--- src/rtl/core/gost_pkg.sv ---
// Shared types, constants and round function for the GOST block cipher core.
`timescale 1ns / 1ps

package gost_pkg;

   localparam int WORD_W     = 32;
   localparam int BLOCK_W    = 2 * WORD_W;
   localparam int NUM_ROUNDS = 32;
   localparam int NUM_KEYS   = 8;
   localparam int ROT_AMT    = 11;
   localparam int CSR_IDX_W  = 3;

   // register indexes on the csr port
   localparam logic [CSR_IDX_W-1:0] CSR_KEY_01    = 3'd0;
   localparam logic [CSR_IDX_W-1:0] CSR_KEY_23    = 3'd1;
   localparam logic [CSR_IDX_W-1:0] CSR_KEY_45    = 3'd2;
   localparam logic [CSR_IDX_W-1:0] CSR_KEY_67    = 3'd3;
   localparam logic [CSR_IDX_W-1:0] CSR_DIRECTION = 3'd4;

   // key word used by each round in encrypt order, zero based (0..7 x3, 7..0)
   localparam logic [2:0] KEY_SEL [0:NUM_ROUNDS-1] = '{
      3'd0, 3'd1, 3'd2, 3'd3, 3'd4, 3'd5, 3'd6, 3'd7,
      3'd0, 3'd1, 3'd2, 3'd3, 3'd4, 3'd5, 3'd6, 3'd7,
      3'd0, 3'd1, 3'd2, 3'd3, 3'd4, 3'd5, 3'd6, 3'd7,
      3'd7, 3'd6, 3'd5, 3'd4, 3'd3, 3'd2, 3'd1, 3'd0
   };

   // S1 .. S8; nibble i of the sum goes through entry 7-i
   localparam logic [3:0] SBOX [0:7][0:15] = '{
      '{4'd4, 4'd10, 4'd9, 4'd2, 4'd13, 4'd8, 4'd0, 4'd14,
        4'd6, 4'd11, 4'd1, 4'd12, 4'd7, 4'd15, 4'd5, 4'd3},
      '{4'd14, 4'd11, 4'd4, 4'd12, 4'd6, 4'd13, 4'd15, 4'd10,
        4'd2, 4'd3, 4'd8, 4'd1, 4'd0, 4'd7, 4'd5, 4'd9},
      '{4'd5, 4'd8, 4'd1, 4'd13, 4'd10, 4'd3, 4'd4, 4'd2,
        4'd14, 4'd15, 4'd12, 4'd7, 4'd6, 4'd0, 4'd9, 4'd11},
      '{4'd7, 4'd13, 4'd10, 4'd1, 4'd0, 4'd8, 4'd9, 4'd15,
        4'd14, 4'd4, 4'd6, 4'd12, 4'd11, 4'd2, 4'd5, 4'd3},
      '{4'd6, 4'd12, 4'd7, 4'd1, 4'd5, 4'd15, 4'd13, 4'd8,
        4'd4, 4'd10, 4'd9, 4'd14, 4'd0, 4'd3, 4'd11, 4'd2},
      '{4'd4, 4'd11, 4'd10, 4'd0, 4'd7, 4'd2, 4'd1, 4'd13,
        4'd3, 4'd6, 4'd8, 4'd5, 4'd9, 4'd12, 4'd15, 4'd14},
      '{4'd13, 4'd11, 4'd4, 4'd1, 4'd3, 4'd15, 4'd5, 4'd9,
        4'd0, 4'd10, 4'd14, 4'd7, 4'd6, 4'd8, 4'd2, 4'd12},
      '{4'd1, 4'd15, 4'd13, 4'd0, 4'd5, 4'd7, 4'd10, 4'd4,
        4'd9, 4'd2, 4'd3, 4'd14, 4'd6, 4'd11, 4'd8, 4'd12}
   };

   typedef logic [NUM_ROUNDS-1:0][WORD_W-1:0] rkey_array_type;

   typedef struct packed {
      logic               valid;
      logic [BLOCK_W-1:0] block;
   } stage_type;

   // add key, substitute nibbles, rotate left by 11
   function automatic logic [WORD_W-1:0] round_fn(input logic [WORD_W-1:0] half,
                                                  input logic [WORD_W-1:0] rkey);
      logic [WORD_W-1:0] t;
      logic [WORD_W-1:0] s;
      t = half + rkey;
      s = '0;
      for (int i = 0; i < 8; i++) begin
         s[4*i +: 4] = SBOX[7-i][t[4*i +: 4]];
      end
      return {s[WORD_W-ROT_AMT-1:0], s[WORD_W-1:WORD_W-ROT_AMT]};
   endfunction

endpackage

--- src/rtl/core/gost_key_sched.sv ---
// Key and direction registers and per-round key selection.
`timescale 1ns / 1ps

module gost_key_sched (
   input  logic                        clock,
   input  logic                        reset,
   input  logic                        csr_we,
   input  logic [gost_pkg::CSR_IDX_W-1:0] csr_index,
   input  logic [gost_pkg::BLOCK_W-1:0]   csr_data,
   output gost_pkg::rkey_array_type    rkeys
);
   import gost_pkg::*;

   logic [WORD_W-1:0] key_ff [0:NUM_KEYS-1];
   logic              dir_ff;

   always_ff @(posedge clock) begin
      if (reset) begin
         for (int i = 0; i < NUM_KEYS; i++) key_ff[i] <= '0;
         dir_ff <= 1'b0;
      end else if (csr_we) begin
         unique case (csr_index)
            CSR_KEY_01: begin
               key_ff[0] <= csr_data[WORD_W-1:0];
               key_ff[1] <= csr_data[BLOCK_W-1:WORD_W];
            end
            CSR_KEY_23: begin
               key_ff[2] <= csr_data[WORD_W-1:0];
               key_ff[3] <= csr_data[BLOCK_W-1:WORD_W];
            end
            CSR_KEY_45: begin
               key_ff[4] <= csr_data[WORD_W-1:0];
               key_ff[5] <= csr_data[BLOCK_W-1:WORD_W];
            end
            CSR_KEY_67: begin
               key_ff[6] <= csr_data[WORD_W-1:0];
               key_ff[7] <= csr_data[BLOCK_W-1:WORD_W];
            end
            CSR_DIRECTION: dir_ff <= csr_data[0];
            default: ;
         endcase
      end
   end

   // decrypt walks the schedule backwards
   always_comb begin
      for (int k = 0; k < NUM_ROUNDS; k++) begin
         rkeys[k] = dir_ff ? key_ff[KEY_SEL[NUM_ROUNDS-1-k]] : key_ff[KEY_SEL[k]];
      end
   end

endmodule

--- config.mk ---
export PLATFORM = sky130hd
export DESIGN_NAME = gost_key_sched
export DESIGN_NICKNAME = d
export VERILOG_FILES = /design/src/rtl/core/gost_pkg.sv /design/src/rtl/core/gost_key_sched.sv
export SDC_FILE = /design/constraint.sdc
export NUM_CORES = 1
export LEC_CHECK = 0
export BUFFER_PORTS_ARGS = -buffer_cell sky130_fd_sc_hd__buf_2
export CAP_MARGIN = 10
export CORE_AREA = 5 5 423 425
export CTS_BUF_LIST = sky130_fd_sc_hd__clkbuf_16
export DETAILED_ROUTE_END_ITERATION = 16
export DIE_AREA = 0 0 428 430
export PLACE_DENSITY = 0.32
export REMOVE_ABC_BUFFERS = 1
export SLEW_MARGIN = 30
export SYNTH_ARGS = -nofsm -noshare
export SYNTH_HDL_FRONTEND = slang
export SYNTH_SLANG_ARGS = --single-unit
--- constraint.sdc ---
create_clock -name clock -period 5.8 [get_ports clock]
set_input_delay 0.58 -clock clock [delete_from_list [all_inputs] [get_ports clock]]
set_output_delay 0.58 -clock clock [all_outputs]
set_load 0.05 [all_outputs]
* After elaboration in Yosys (flattened, before gate mapping)
Memories as Yosys holds them, arrays and structs flattened.
Cells that the tools add are included.
** Storage, ports and cells
- Register bits after elaboration :: 1
- Output and inout port bits :: 1024
- Memories kept :: 1
- Memory bits (writable) :: 256
- Input bits :: 70
- Word-level logic and storage cells :: 50
** Operators by class
- Reductions and logical operators :: 2
- Mux-type cells :: 34
- Bitwise gates (word level) :: 8
- Equality and inequality tests :: 4
** Memories
- key_ff :: words 8, width 32, read ports 8, clocked after Yosys merged registers in 0, wr ports 8, line gost_key_sched.sv:14 : logic [WORD_W-1:0] key_ff [0:NUM_KEYS-1];
** Operator list (number)
- $mux W32 :: 16
- $mux W1 :: 18
- $or A1 B1 Y1 :: 8
- $eq A3 B2 Y1 const B :: 2
- $eq A3 B1 Y1 const B :: 1
- $eq A3 B3 Y1 const B :: 1
- $logic_not A3 Y1 :: 1
- $reduce_and A2 Y1 :: 1

* Longest topological paths before layout
- Depth after elaboration :: 6
- Gate-level depth with buffers :: 5

* Least setup slack after synthesis
No wires, ideal clock.
- Path type :: input-to-reg
- Start point :: input port csr_index[1] (netlist bit)
- End point :: memory key_ff[0][0], enable pin
- Data required time :: 5367 ps
- Stages :: 3
- Setup time :: 433 ps
- Slack :: 2622 ps
- Arrival :: 2745 ps
- Cells stage by stage :: or4b_4 -> buf_6 -> nand2b_1
** RTL lines
- start, declared :: line gost_key_sched.sv:8 : input logic [gost_pkg::CSR_IDX_W-1:0] csr_index,
- end, declared :: line gost_key_sched.sv:14

==> summary.md <==
| Metric | Value |
|---|---|
| Status | `finished clean` |
| Arr. time, crit path | `2680 ps` |
| Worst path required time | `5220 ps` |
| Hold Path Class | `in2reg` |
| Crit path kind | `reg2out` |
| Internal power | `3.97 mW` |
| Rel. slew slack | `0.396` |
| Sw power | `3.86 mW` |
| Worst Skew | `0 ps` |
| Total Routed Length | `113 mm` |
| Starting Density | `0.0925` |
| Die area | `0.184 mm²` |
| Slowest stage delay, CP | `690 ps` |
| Post-synth cell types | `16` |
| Via density | `2.85` |
| Top-area cell type share of the netlist area | `0.475` |
| Crit path from | `dir_ff$_SDFFE_PP0P_` |
| RSZ-0062 raised after global routing | `false` |
| Period utilisation layout | `0.562` |
| Fin. Hold Viols | `0` |
| Ys flop type | `edfxtp_1` |
| Clock share of power | `0.279` |
| EDFF count, synth | `256` |
| Fmax | `0.307 GHz` |
| Avg Cell Area, Syn | `11.5 µm²` |
| Synth Register Bits | `257` |
| Pwr Density | `359 mW/mm²` |
| CTS tree | `done` |
| Worst setup SP type | `flip-flop` |
| R2R setup slack | `4340 ps` |
| Sequential share of power | `0.316` |
| Cell taking the most area after synthesis | `edfxtp_1` |
| Setup ws final | `2540 ps` |
| Final HPWL DP | `95.2 mm` |
| Area Growth Syn to Fin | `34.7%` |
| Reg-to-reg startpoint | `dir_ff$_SDFFE_PP0P_` |
| Min Hold Slack | `362 ps` |
| I/O Buffers | `1093` |
| Clk buf depth | `3` |
| Worst path cell trace | `buf_4 -> mux2_2 -> buf_2` |
| GRT Total Usage | `0.115` |
| Place WS | `2170 ps` |
| Total CTS buffers | `36` |
| Top-count cell post-synth | `buf_4` |
| Placer Congestion | `0.826` |
| Post-synthesis sequential area ratio | `0.476` |
| CP endpoint | `rkeys[712]` |
| I/O pins | `1094` |
| Post-Layout Cell Count | `4360` |
| Core ar. | `0.175 mm²` |
| Post-CTS Hold Buffers | `0` |
| Residual DRC count | `0` |
| CP Depth | `3` |
| Post-DP Area | `0.0207 mm²` |
| 1st-iter DRT viols | `850` |
| Skew-Pair Late Insertion Delay | `560 ps` |
| Static leakage | `9.38 nW` |
| Minimum clock period | `3260 ps` |
| Mapped Cells | `1413` |
| Net count, final | `2061` |
| Clock Pin Slew Worst Setup and Hold Paths | `60 ps` |
| Cell area after synthesis | `0.0162 mm²` |
| Worst r2r path cells | `3` |
| Routed length per instance | `25.9 µm` |
| R2r endpoint | `dir_ff$_SDFFE_PP0P_` |
| Post-CTS Resized | `0` |
| Async SR Flop Fraction | `0` |
| Peak VDD IR | `0.000155 V` |
| Vias in the first global route | `12500` |
| Share of cells above drive strength 1 | `0.706` |
| DRT antenna net count | `0` |
| Crit. End Element | `output pin` |
| Crit path buf inv count | `2` |
| Worst Tran Pin Value | `906 ps` |
| CTS HTree Levels | `2` |
| Final core utilization | `0.125` |
| Fin area | `0.0218 mm²` |
| Post-CTS Setup Bufs | `0` |
| Sw frac | `0.493` |
| GRT Residual Overflow | `0` |
| Largest net degree at the start of global routing | `89` |
| Synth top area cells | `edfxtp_1, buf_4, mux2_2, nor2_1, nand2b_1` |
| TritonRoute pass-1 iters | `5` |
| CP max FO | `38` |
| Core Rows | `154` |
| Synthesis Warnings | `0` |
| CTS root buf | `clkbuf_16` |
| Die Y-Extent | `430 µm` |
| Max Slew Vio Count | `0` |
| MaxCap Viol Count | `0` |
| Antenna violations before repair | `16` |
| First-pass GRT wire length | `142 mm` |
| Vias | `12400` |
| Commonest cells post-synth | `buf_4, edfxtp_1, mux2_2, nor2_1, nand2b_1` |
| Placed Cells | `4293` |
| Final setup viols | `0` |
| Logic pwr share | `0.406` |
| # clock sinks | `257` |
| Die W | `428 µm` |
| Worst path slowest cell | `dfxtp_4` |
| Largest delay share family, worst path | `buffers and inverters` |
## layout by cell type, fill, tap and decap left out, types with 3 or more instances in the layout
master	instances
nor2_1	192
inv_1	71
clkinv_1	5
buf_12	3
nand2b_1	65
clkbuf_16	37
edfxtp_1	256
clkinv_2	4
diode_2	7
nand2b_4	3
buf_2	1092
mux2_2	256
buf_4	14
## power groups by stage
| stage | combinational (mW) | clock (mW) | sequential [mW] |
|---|---|---|---|
| CTS | 3.22 | 2.28 | 2.48 |
| global placement | 3.23 | 0 | 2.52 |
| detailed placement | 3.22 | 0 | 2.52 |
| floorplan | 1.36 | 0 | 3.28 |
| finish | 3.17 | 2.18 | 2.47 |
| global route | 3.27 | 2.33 | 2.49 |
## through the flow
| step | TNS, ps | total power [mW] |
|---|---|---|
| 2_1_floorplan | -1002770 | 4.65 |
| 3_3_place_gp | 0 | 5.75 |
| 3_5_place_dp | 0 | 5.74 |
| 4_1_cts | 0 | 7.99 |
| 5_1_grt | 0 | 8.09 |
| 6_report | 0 | 7.82 |
## worst min path at each step
stage / startpoint / end / cells past startpoint
2_1_floorplan: reset / dir_ff$_SDFFE_PP0P_ / 2
3_3_place_gp: csr_data[43] / key_ff[1][107]$_SDFFCE_PP0P_ / 3
3_5_place_dp: csr_data[57] / key_ff[1][121]$_SDFFCE_PP0P_ / 3
4_1_cts: csr_data[57] / key_ff[1][121]$_SDFFCE_PP0P_ / 3
5_1_grt: csr_data[57] / key_ff[1][121]$_SDFFCE_PP0P_ / 3
6_report: csr_data[57] / key_ff[1][121]$_SDFFCE_PP0P_ / 3
## layout make-up
class,count,area (µm²)
timing repair buffer,1109,5630
clock buffer,37,926
antenna,7,17.5
tap,2340,2930
sequential,257,7710
inverter,65,244
clock inverter,23,174
multi-input combinational,522,4160
fill,20200,153000
## metal layers
layer,wire length (µm),vias up,part of all wire,GRT usage
met5,0,-,0,0
met4,1980,0,0.017,0.0225
met3,10400,56,0.092,0.0450
met2,56200,581,0.50,0.200
met1,44400,6407,0.39,0.135
li1,-,5378,-,-
## worst register-to-register path, stage by stage, from the launching register on
cell	delay [ps]
dfxtp_4	690
buf_12	460
nand2b_1	100
mux2i_1	130
## kinds of logic after synthesis
logic type,share of synthesized area
compound gates,0.000619
buf+inv,0.271
simple gates,0.0737
flops,0.476
mux,0.179
## flip-flops by register name (all words and copies together), names as in the netlist
name and flops:
dir_ff 1, key_ff 256
No activity file was read; power rests on OpenSTA's default activity.
