<file path="config.mk">
export PLATFORM = sky130hd
export DESIGN_NAME = gost_round
export DESIGN_NICKNAME = d
export VERILOG_FILES = /design/src/rtl/core/gost_pkg.sv /design/src/rtl/core/gost_round.sv
export SDC_FILE = /design/constraint.sdc
export NUM_CORES = 1
export LEC_CHECK = 0
export BUFFER_PORTS_ARGS = -buffer_cell sky130_fd_sc_hd__buf_2
export CORE_MARGIN = 4
export CORE_UTILIZATION = 52
export DETAILED_ROUTE_END_ITERATION = 7
export PLACE_DENSITY = 0.8
export SLEW_MARGIN = 10
export SYNTH_ARGS = -nofsm -noshare
export SYNTH_HDL_FRONTEND = slang
export SYNTH_SLANG_ARGS = --single-unit
</file>
<file path="constraint.sdc">
create_clock -name clock -period 4.8 [get_ports clock]
set_input_delay 0.48 -clock clock [delete_from_list [all_inputs] [get_ports clock]]
set_output_delay 0.48 -clock clock [all_outputs]
set_load 0.01 [all_outputs]
</file>
<file path="src/rtl/core/gost_pkg.sv">
// Shared types, constants and round function for the GOST block cipher core.
`timescale 1ns / 1ps

package gost_pkg;

   localparam int WORD_W     = 32;
   localparam int BLOCK_W    = 2 * WORD_W;
   localparam int NUM_ROUNDS = 32;
   localparam int NUM_KEYS   = 8;
   localparam int ROT_AMT    = 11;
   localparam int CSR_IDX_W  = 3;

   // register indexes on the csr port
   localparam logic [CSR_IDX_W-1:0] CSR_KEY_01    = 3'd0;
   localparam logic [CSR_IDX_W-1:0] CSR_KEY_23    = 3'd1;
   localparam logic [CSR_IDX_W-1:0] CSR_KEY_45    = 3'd2;
   localparam logic [CSR_IDX_W-1:0] CSR_KEY_67    = 3'd3;
   localparam logic [CSR_IDX_W-1:0] CSR_DIRECTION = 3'd4;

   // key word used by each round in encrypt order, zero based (0..7 x3, 7..0)
   localparam logic [2:0] KEY_SEL [0:NUM_ROUNDS-1] = '{
      3'd0, 3'd1, 3'd2, 3'd3, 3'd4, 3'd5, 3'd6, 3'd7,
      3'd0, 3'd1, 3'd2, 3'd3, 3'd4, 3'd5, 3'd6, 3'd7,
      3'd0, 3'd1, 3'd2, 3'd3, 3'd4, 3'd5, 3'd6, 3'd7,
      3'd7, 3'd6, 3'd5, 3'd4, 3'd3, 3'd2, 3'd1, 3'd0
   };

   // S1 .. S8; nibble i of the sum goes through entry 7-i
   localparam logic [3:0] SBOX [0:7][0:15] = '{
      '{4'd4, 4'd10, 4'd9, 4'd2, 4'd13, 4'd8, 4'd0, 4'd14,
        4'd6, 4'd11, 4'd1, 4'd12, 4'd7, 4'd15, 4'd5, 4'd3},
      '{4'd14, 4'd11, 4'd4, 4'd12, 4'd6, 4'd13, 4'd15, 4'd10,
        4'd2, 4'd3, 4'd8, 4'd1, 4'd0, 4'd7, 4'd5, 4'd9},
      '{4'd5, 4'd8, 4'd1, 4'd13, 4'd10, 4'd3, 4'd4, 4'd2,
        4'd14, 4'd15, 4'd12, 4'd7, 4'd6, 4'd0, 4'd9, 4'd11},
      '{4'd7, 4'd13, 4'd10, 4'd1, 4'd0, 4'd8, 4'd9, 4'd15,
        4'd14, 4'd4, 4'd6, 4'd12, 4'd11, 4'd2, 4'd5, 4'd3},
      '{4'd6, 4'd12, 4'd7, 4'd1, 4'd5, 4'd15, 4'd13, 4'd8,
        4'd4, 4'd10, 4'd9, 4'd14, 4'd0, 4'd3, 4'd11, 4'd2},
      '{4'd4, 4'd11, 4'd10, 4'd0, 4'd7, 4'd2, 4'd1, 4'd13,
        4'd3, 4'd6, 4'd8, 4'd5, 4'd9, 4'd12, 4'd15, 4'd14},
      '{4'd13, 4'd11, 4'd4, 4'd1, 4'd3, 4'd15, 4'd5, 4'd9,
        4'd0, 4'd10, 4'd14, 4'd7, 4'd6, 4'd8, 4'd2, 4'd12},
      '{4'd1, 4'd15, 4'd13, 4'd0, 4'd5, 4'd7, 4'd10, 4'd4,
        4'd9, 4'd2, 4'd3, 4'd14, 4'd6, 4'd11, 4'd8, 4'd12}
   };

   typedef logic [NUM_ROUNDS-1:0][WORD_W-1:0] rkey_array_type;

   typedef struct packed {
      logic               valid;
      logic [BLOCK_W-1:0] block;
   } stage_type;

   // add key, substitute nibbles, rotate left by 11
   function automatic logic [WORD_W-1:0] round_fn(input logic [WORD_W-1:0] half,
                                                  input logic [WORD_W-1:0] rkey);
      logic [WORD_W-1:0] t;
      logic [WORD_W-1:0] s;
      t = half + rkey;
      s = '0;
      for (int i = 0; i < 8; i++) begin
         s[4*i +: 4] = SBOX[7-i][t[4*i +: 4]];
      end
      return {s[WORD_W-ROT_AMT-1:0], s[WORD_W-1:WORD_W-ROT_AMT]};
   endfunction

endpackage

</file>
<file path="src/rtl/core/gost_round.sv">
// One Feistel round followed by its pipeline register.
`timescale 1ns / 1ps

module gost_round (
   input  logic                       clock,
   input  logic                       reset,
   input  logic                       en,
   input  gost_pkg::stage_type        stage_in,
   input  logic [gost_pkg::WORD_W-1:0] rkey,
   output gost_pkg::stage_type        stage_out
);
   import gost_pkg::*;

   logic               valid_ff;
   logic [BLOCK_W-1:0] block_ff;
   logic [BLOCK_W-1:0] block_in;
   logic [WORD_W-1:0]  left;
   logic [WORD_W-1:0]  right;

   assign left  = stage_in.block[BLOCK_W-1:WORD_W];
   assign right = stage_in.block[WORD_W-1:0];
   // new left is old right, new right is left ^ F(right)
   assign block_in = {right, left ^ round_fn(right, rkey)};

   always_ff @(posedge clock) begin
      if (reset) begin
         valid_ff <= 1'b0;
      end else if (en) begin
         valid_ff <= stage_in.valid;
      end
   end

   always_ff @(posedge clock) begin
      if (en) begin
         block_ff <= block_in;
      end
   end

   assign stage_out.valid = valid_ff;
   assign stage_out.block = block_ff;

endmodule

</file>
=== Word level (Yosys, flattened, before mapping) ===
Memory sizes are Yosys's and may differ from the RTL's.
Cells that the tools add are included.
W data, S select, Z words.

* Bitwise operators: 9
* Mux-type cells: 16
* Add/sub/neg operators: 1
* Divide/modulo/power cells: 0
* Equality and inequality tests: 0
* $mul: 0
* $lt $le $gt $ge: 8
* Shifts and indexed selects: 0
* Reductions and logical operators: 0

{| class="wikitable"
|+ Operators with widths
! kind !! count
|-
| $mux W4 || 16
|-
| $ge A5 B5 Y1 const B || 8
|-
| $not A4 Y5 || 8
|-
| $add A32 B32 Y32 || 1
|-
| $xor A32 B32 Y32 || 1
|}

* Logic and storage cells: 44
* Register bits: 65
* Memory bits (writable): 0
* ROM bits: 512
* Output and inout port bits: 65
* Memories: 8
* Bits in latches: 0

{| class="wikitable"
|+ Memories
! name !! depth !! width !! read ports !! clocked after memory_dff !! write ports !! line !! source
|-
| (name not given) || 16 || 4 || 1 || 0 || 0 || gost_pkg.sv:63 || <nowiki>s[4*i +: 4] = SBOX[7-i][t[4*i +: 4]];</nowiki>
|-
| (name not given) || 16 || 4 || 1 || 0 || 0 || gost_pkg.sv:63 ||
|-
| (name not given) || 16 || 4 || 1 || 0 || 0 || gost_pkg.sv:63 ||
|-
| (name not given) || 16 || 4 || 1 || 0 || 0 || gost_pkg.sv:63 ||
|-
| (name not given) || 16 || 4 || 1 || 0 || 0 || gost_pkg.sv:63 ||
|-
| (name not given) || 16 || 4 || 1 || 0 || 0 || gost_pkg.sv:63 ||
|-
| 2 more memories || n/a || n/a || n/a || n/a || n/a || n/a ||
|}

=== Depth between registers and ports, before layout ===
Gate-level depths: netlist of the first run.

* Depth in word-level cells: 6
* Depth in mapped cells: 18
* Gate-level depth less buffers: 17

=== Least setup slack after synthesis of the first run ===
OpenSTA, ideal clock, no wires.

* Path type: input to register
* Start: input stage_in[7] (netlist name)
* End: register block_ff[3] (data pin)
* Path buffers: 2
* Stages: 14
* Arrival: 3.648 ns
* Slack: 0.895 ns
* Path through: ha_1 buf_6 a21o_1 a21oi_2 nor3_1 or3b_1 buf_2 o2111ai_2 nand2_1 o311ai_1 inv_1 ha_1 mux4_2 xnor2_1

* Longest elaborated chain between the ends: 6

{| class="wikitable"
|+ RTL lines
! element !! line !! source
|-
| start: declaration || gost_round.sv:8 || <nowiki>input gost_pkg::stage_type stage_in,</nowiki>
|-
| $add A32 B32 Y32 || gost_pkg.sv:60 || <nowiki>t = half + rkey;</nowiki>
|-
| $not A4 Y5 (not written as such) || gost_pkg.sv:63 ||
|-
| $mem_v2 Z16 W4 || n/a ||
|-
| $mux W4 (not written as such) (2 in a row) || gost_pkg.sv:63 ||
|-
| $xor A32 B32 Y32 || gost_round.sv:23 || <nowiki>assign block_in = {right, left ^ round_fn(right, rkey)};</nowiki>
|-
| named net block_in[3] || gost_round.sv:16 || <nowiki>logic [BLOCK_W-1:0] block_in;</nowiki>
|-
| end signal: assignment || gost_round.sv:35 || <nowiki>block_ff <= block_in;</nowiki>
|-
| end: declaration || gost_round.sv:15 || <nowiki>logic [BLOCK_W-1:0] block_ff;</nowiki>
|}

The timed path passes the listed nets, and every way through them passes these cells. The select of a mux whose other input is x is not followed.
A chain may end at the register's enable or synchronous reset.

=== Worst setup path in the final report of the first run ===
* Start: input stage_in[12] (netlist name)
* End: register block_ff[3] (data pin)

Same word-level chain as after synthesis.

==> metrics, run 1 <==
status=finished, final reports clean; PortBufs=about 160; r2r setup slk=around 4200 ps; clk slew on worst S/H paths=80 ps; worst-path cell chain=buf_2, ha_1, a21o_1, a21oi_2, o21ai_1, or3b_1, o2111ai_2, nand2_1, o311ai_1, inv_1, ha_1, mux4_2, xnor2_1; most frequent CP cell=ha_1; crit path DAT=4130 ps; Die Y=approximately 110 um; Routed WL=about 13000 um; PostCTS Resize Cnt=0; top_reg_cell synth=edfxtp_1; CTS H-tree lvls=3; endpoints failing hold=0; largest area contributor in the netlist=edfxtp_1; Design Power=approximately 2400 uW; # clock sinks=65; core area=10320 um2; count leader, synth=ha_1; RSZ-0062 raised after global routing=no; row count=37; Post-Syn Instances=between 500 and 600; ant diodes=0; largest family of logic cells by synthesized area=adder cells; setup TNS=0 ps; Peak VDD IR=0.0001538 V; Rel. slew slack=between 40% and 50%; grt ovf=0; CTS tree=yes; Remaining DRCs=0; P per Cell Area=approximately 360 nW/um2; most common library cells after synthesis=ha_1, edfxtp_1, inv_1, a21oi_1, nor2_1; placer congestion estimate=around 0.85; Max-Cap Viols=0; post-CTS setup buffers=0; fin nets=877; EDFF count, synth=64; Setup Crit Path Kind=in -> reg; DP HPWL=10420 um; crit path launch type=input pin; Die W=roughly 110 um; Initial DRT Pass Iterations=5; ratio of cells with drive above 1 in the final layout=28.51%; Synth area leaders=edfxtp_1, ha_1, xnor2_1; Seq/Total Area, Yosys=a little over a third; Yosys reg bits=65; post-synthesis mux area share=about 7.6%; area of the mapped netlist=roughly 5500 um2; Fill cells=just under 900; max incr delay on CP=around 650 ps; global-route wire length before repair=around 21000 um; Final Setup Violations=0; skew final=0 ps; post-synthesis xor/xnor area fraction=9.553%; Tmin final=approximately 4000 ps; full die area=12320 um2; synth unique cells=between 50 and 60; Tot GR Track Use=a little over a fifth; Syn Area/Cell=roughly 10 um2; share of Yosys cell area claimed by the top area cell type=between 30% and 40%; worst path buffer plus inverter count=2; clock latency on the worst-skew pair=between 300 and 400 ps; root buf cell=clkbuf_8; Max Slew Vio Count=0; syn_nets=around 710; P_leak=between 0.003 and 0.004 uW; Slew @ Worst Pin=858.1 ps; Initial Util=53.41%; vias per inst=5.562; Synth Area in Simple Gates=about an eighth; Critical Path RT=a little under 5000 ps; vias after detailed routing=about 4700; critical path's slowest cell=o311ai_1; DR iter-0 viols=179; Avg WL per Cell=15.57 um; synth warn=0; largest net degree at the start of global routing=between 60 and 70; area grow syn2layout=21.85%; post-cts hold buffer count=0; HP Class=in -> reg; vias in the first global route=between 4000 and 5000; adder-cell area share of the yosys netlist=around 18%; crit end category=flop; io pins=165; cts bufs inserted=9; initial antenna violation count=0; antenna viol nets, final=0; Fmax=roughly 0.25 GHz; Max clock buf depth=2; critical path's top delay family=compound AO/OA/AOI/OAI gates; Final Cycle Share=83.32%; Post-synth ARST share=0%; compound-gate portion of the synthesized area=13.93%; Max FO, Critical Path=5
sequential cells by signal (all words and copies together), names as in the netlist:
name / flops
block_ff: 64
valid_ff: 1
layer usage:
layer | wire [um] | global-route usage (%) | vias up
met3 | 904 | 4.694 | 22
met5 | 0 | 0 | -
met2 | 6556 | 37.22 | 176
met1 | 5334 | 24.45 | 2181
met4 | 303 | 8.374 | 0
li1 | - | - | 2299
through the flow:
step	hold slack (ps)	util [%]	instance area (um2)	instances	worst slack (ps)
2_1_floorplan	461.7	-	5514	532	894.7
3_3_place_gp	484.7	62.72	6475	825	587.9
3_5_place_dp	498.3	62.72	6475	825	448.1
4_1_cts	256.5	65.08	6719	841	811.0
5_1_grt	256.8	65.08	6719	841	544.1
6_report	263.6	65.08	6719	841	800.6
area by class of cell:
class	count	area [um2]	share of cell area, %
multi-input combinational	417	3369	50.15
sequential	65	1942	28.90
timing repair buffer	167	843.3	12.55
tap	136	170.2	2.533
inverter	40	150.1	2.235
clock buffer	11	141.4	2.104
clock inverter	5	102.6	1.527
final timing paths:
path / end / start / cells after the start
max: block_ff[3] / stage_in[12] / 13
min: valid_ff / reset / 2
max reg2reg: valid_ff / valid_ff / 2
min reg2reg: valid_ff / valid_ff / 2
cell families after synthesis:
group	after synthesis
simple gates	137
compound gates	116
fa+ha+maj	77
flops	65
xor+xnor	58
buf+inv	50
mux	29
power by group:
part	internal (uW)	total [uW]	switching (uW)
sequential	772	798	25.1
combinational	470	1050	584
clock	358	587	229
total	1600	2440	838
layout by cell type (no fill, tap or decap), types with 4 or more instances in the layout:
cell	instances
nand4_1	4
nor2_1	36
o21a_1	5
o21ai_0	17
and2_1	5
nand2b_1	6
nand2_1	28
a21o_1	8
a21oi_1	38
nor3_1	11
a211oi_1	8
mux4_2	10
nand3_1	18
o31a_1	4
mux2i_1	18
nand3b_1	7
xnor2_1	33
edfxtp_1	64
buf_2	164
nor2b_1	6
inv_1	40
o211ai_1	9
ha_1	76
clkbuf_8	10
xor2_1	24
Power figures use the tool's default switching activity.
==> inputs of run 2 (changes only) <==
==> constraint.sdc (replaced) <==
create_clock -name clock -period 4.2 [get_ports clock]
set_input_delay 0.42 -clock clock [delete_from_list [all_inputs] [get_ports clock]]
set_output_delay 0.42 -clock clock [all_outputs]
set_load 0.01 [all_outputs]
==> run 2 against run 1 <==
- clock power fell by 14%
- non-clock buffer count rose by 5
- global-route usage down 0.11 points
- worst hold slack worse by 37 ps
- combinational power increased by 15%
- clock skew did not move
- first-iteration DRC count grew 29%
- cell count increased by 0.48%
- sequential power up 14%
- critical endpoint unchanged
- largest cell class unchanged
==> metrics, run 2 (synthesized netlist as in run 1, its figures left out) <==
status=finished, final reports clean; vias in the first global route=4587 (+0.66%); Fin Hold WS=227.1 ps (-36.51 ps); Final Setup Violations=0 (unchanged); antenna viol nets, final=0 (unchanged); Largest register FFs=64 (unchanged); Critical Path RT=4300 ps (-630 ps); endpoints failing hold=0 (unchanged); # clock sinks=65 (unchanged); Die W=111.0 um (unchanged); Tmin final=3677 ps; DR iter-0 viols=231 (+29%); Reg-to-Reg Start=valid_ff; grt ovf=0 (unchanged); post-CTS setup buffers=0 (unchanged); root buf cell=clkbuf_8; Max-Cap Viols=0 (unchanged); crit end category=flop; Rel. slew slack=56.61% (+14 points); ratio of cells with drive above 1 in the final layout=28.63% (+0.12 points); vias per inst=5.491 (-1.3%); max incr delay on CP=470 ps (-180 ps); Setup Crit Path Kind=in -> reg; crit path DAT=3770 ps (-360 ps); global-route wire length before repair=21380 um (+0.88%); cells on worst reg2reg path=2 (unchanged); Max Slew Vio Count=0 (unchanged); Tot GR Track Use=20.86% (-0.11 points); critical path's slowest cell=mux4_2; combinational share of power=46.1% (+2.9 points); clk slew on worst S/H paths=70 ps (about the same); area grow syn2layout=21.28%; Max FO, Critical Path=7 (+2); R2R Path End=valid_ff; row count=37 (unchanged); Avg WL per Cell=15.32 um (-1.6%); fin nets=882 (+0.57%); Slew @ Worst Pin=650.9 ps (-207.3 ps); ant diodes=0 (unchanged); Largest regs=block_ff: 64 flops, valid_ff: 1 flops; Flop pwr share=34.6% (+1.9 points); skew final=0 ps (unchanged); Final Util=64.78% (-0.30 points); NetSw=936.7 uW (+12%); Fmax=about 0.27 GHz; Fill cells=799 (-7.6%); initial antenna violation count=0 (unchanged); P_leak=0.003057 uW (-0.13%); vias after detailed routing=4640 (-0.81%); DP HPWL=10570 um (+1.5%); clock latency on the worst-skew pair=340 ps (-20 ps); Finished Cell Area=6688 um2 (-0.47%); Die Y=111.0 um (unchanged); Cells on Worst Hold Path=2 (unchanged); HP Class=in -> reg; setup TNS=0 ps (unchanged); io pins=165 (unchanged); RSZ-0062 raised after global routing=no; Final Cycle Share=about 88%; most common cell after layout, fill and taps aside=buf_2; Top reg by flops=block_ff; Hold Path Origin=reset; core area=10320 um2 (unchanged); Initial DRT Pass Iterations=5 (unchanged); most frequent cells in the layout=buf_2, ha_1, edfxtp_1; worst-path cell chain=buf_2, ha_1, a21oi_1, o22a_1, nor2_1, nor3_1, o311a_1, o31a_1, xnor2_1, inv_1, ha_1, mux4_2, xnor2_1; P per Cell Area=393.8 nW/um2 (+8.5%); cts bufs inserted=9 (unchanged); placed instance area=6513 um2 (+0.58%); r2r setup slk=3610 ps (-600 ps); WHS Endpoint=valid_ff; Clk pwr share=19.3% (-4.8 points); largest net degree at the start of global routing=40 (-39%); crit path launch type=input pin; placer congestion estimate=0.8914 (+4.7%); Max clock buf depth=2 (unchanged); Remaining DRCs=0 (unchanged); CTS tree=yes; CTS H-tree lvls=3 (unchanged); Routed WL=12950 um (-1.1%); Initial Util=53.41% (unchanged); PostCTS Resize Cnt=0 (unchanged); Sw Ratio=35.57% (+1.2 points); Design Power=2634 uW (+8.0%); Internal=1697 uW (+6.0%); full die area=12320 um2 (unchanged); post-cts hold buffer count=0 (unchanged); Peak VDD IR=0.0001766 V (+15%); PortBufs=164 (unchanged)
==> run 2: cell types whose count changed in the layout (fill, tap and decap cells not counted) <==
| cell | before | now |
|---|---|---|
| buf_4 | 3 | 8 |
| bufinv_16 | 3 | 1 |
| clkbuf_8 | 10 | 9 |
| clkinv_1 | 0 | 2 |
| clkinv_2 | 1 | 2 |
| clkinvlp_4 | 1 | 0 |
==> run 2: final cells by class <==
| type | instances | area, um2 | share of cell area [%] |
|---|---|---|---|
| clock buffer | 10 | 127.6 | 1.908 |
| clock inverter | 5 | 47.55 | 0.7109 |
| inverter | 40 | 150.1 | 2.245 |
| multi-input combinational | 417 | 3369 | 50.38 |
| sequential | 65 | 1942 | 29.04 |
| tap | 136 | 170.2 | 2.544 |
| timing repair buffer | 172 | 880.8 | 13.17 |
==> run 2: worst max-delay path by stage <==
stage | cells past startpoint | endpoint | start | slack [ps]
3_5_place_dp | 13 | block_ff[3] | stage_in[8] | 220
4_1_cts | 13 | block_ff[3] | stage_in[8] | 570
6_report | 13 | block_ff[3] | stage_in[8] | 520
3_3_place_gp | 13 | block_ff[3] | stage_in[8] | 330
2_1_floorplan | 14 | block_ff[3] | stage_in[7] | 350
5_1_grt | 13 | block_ff[3] | stage_in[8] | 330
==> run 2: through the flow <==
step / instances / setup WS, ps
floorplan: 532 / 354.7
global placement: 830 / 334.8
detailed placement: 830 / 220.8
CTS: 845 / 572.3
global route: 845 / 330.8
finish: 845 / 523.0
==> run 2: metal layers <==
metal	routed length (um)	global-route usage, %
met5	0	0
met4	213	6.322
met3	809	4.531
met2	6433	36.73
met1	5491	25.53
==> run 2: worst max-delay path, delay by kind of cell <==
| kind | cells | cell delay [ps] |
|---|---|---|
| AND/OR/NAND/NOR | 2 | 180 |
| XOR/XNOR | 2 | 540 |
| multiplexers | 1 | 470 |
| buffers and inverters | 2 | 290 |
| adder cells (fa/ha/maj) | 2 | 780 |
| AO/OA/AOI/OAI | 4 | 1090 |
==> run 2: power groups by stage <==
stage	combinational [uW]	clock (uW)	sequential (uW)
CTS	1220	517	914
global placement	1160	0	922
global route	1350	557	923
detailed placement	1220	0	928
finish	1210	507	911
floorplan	782	0	996
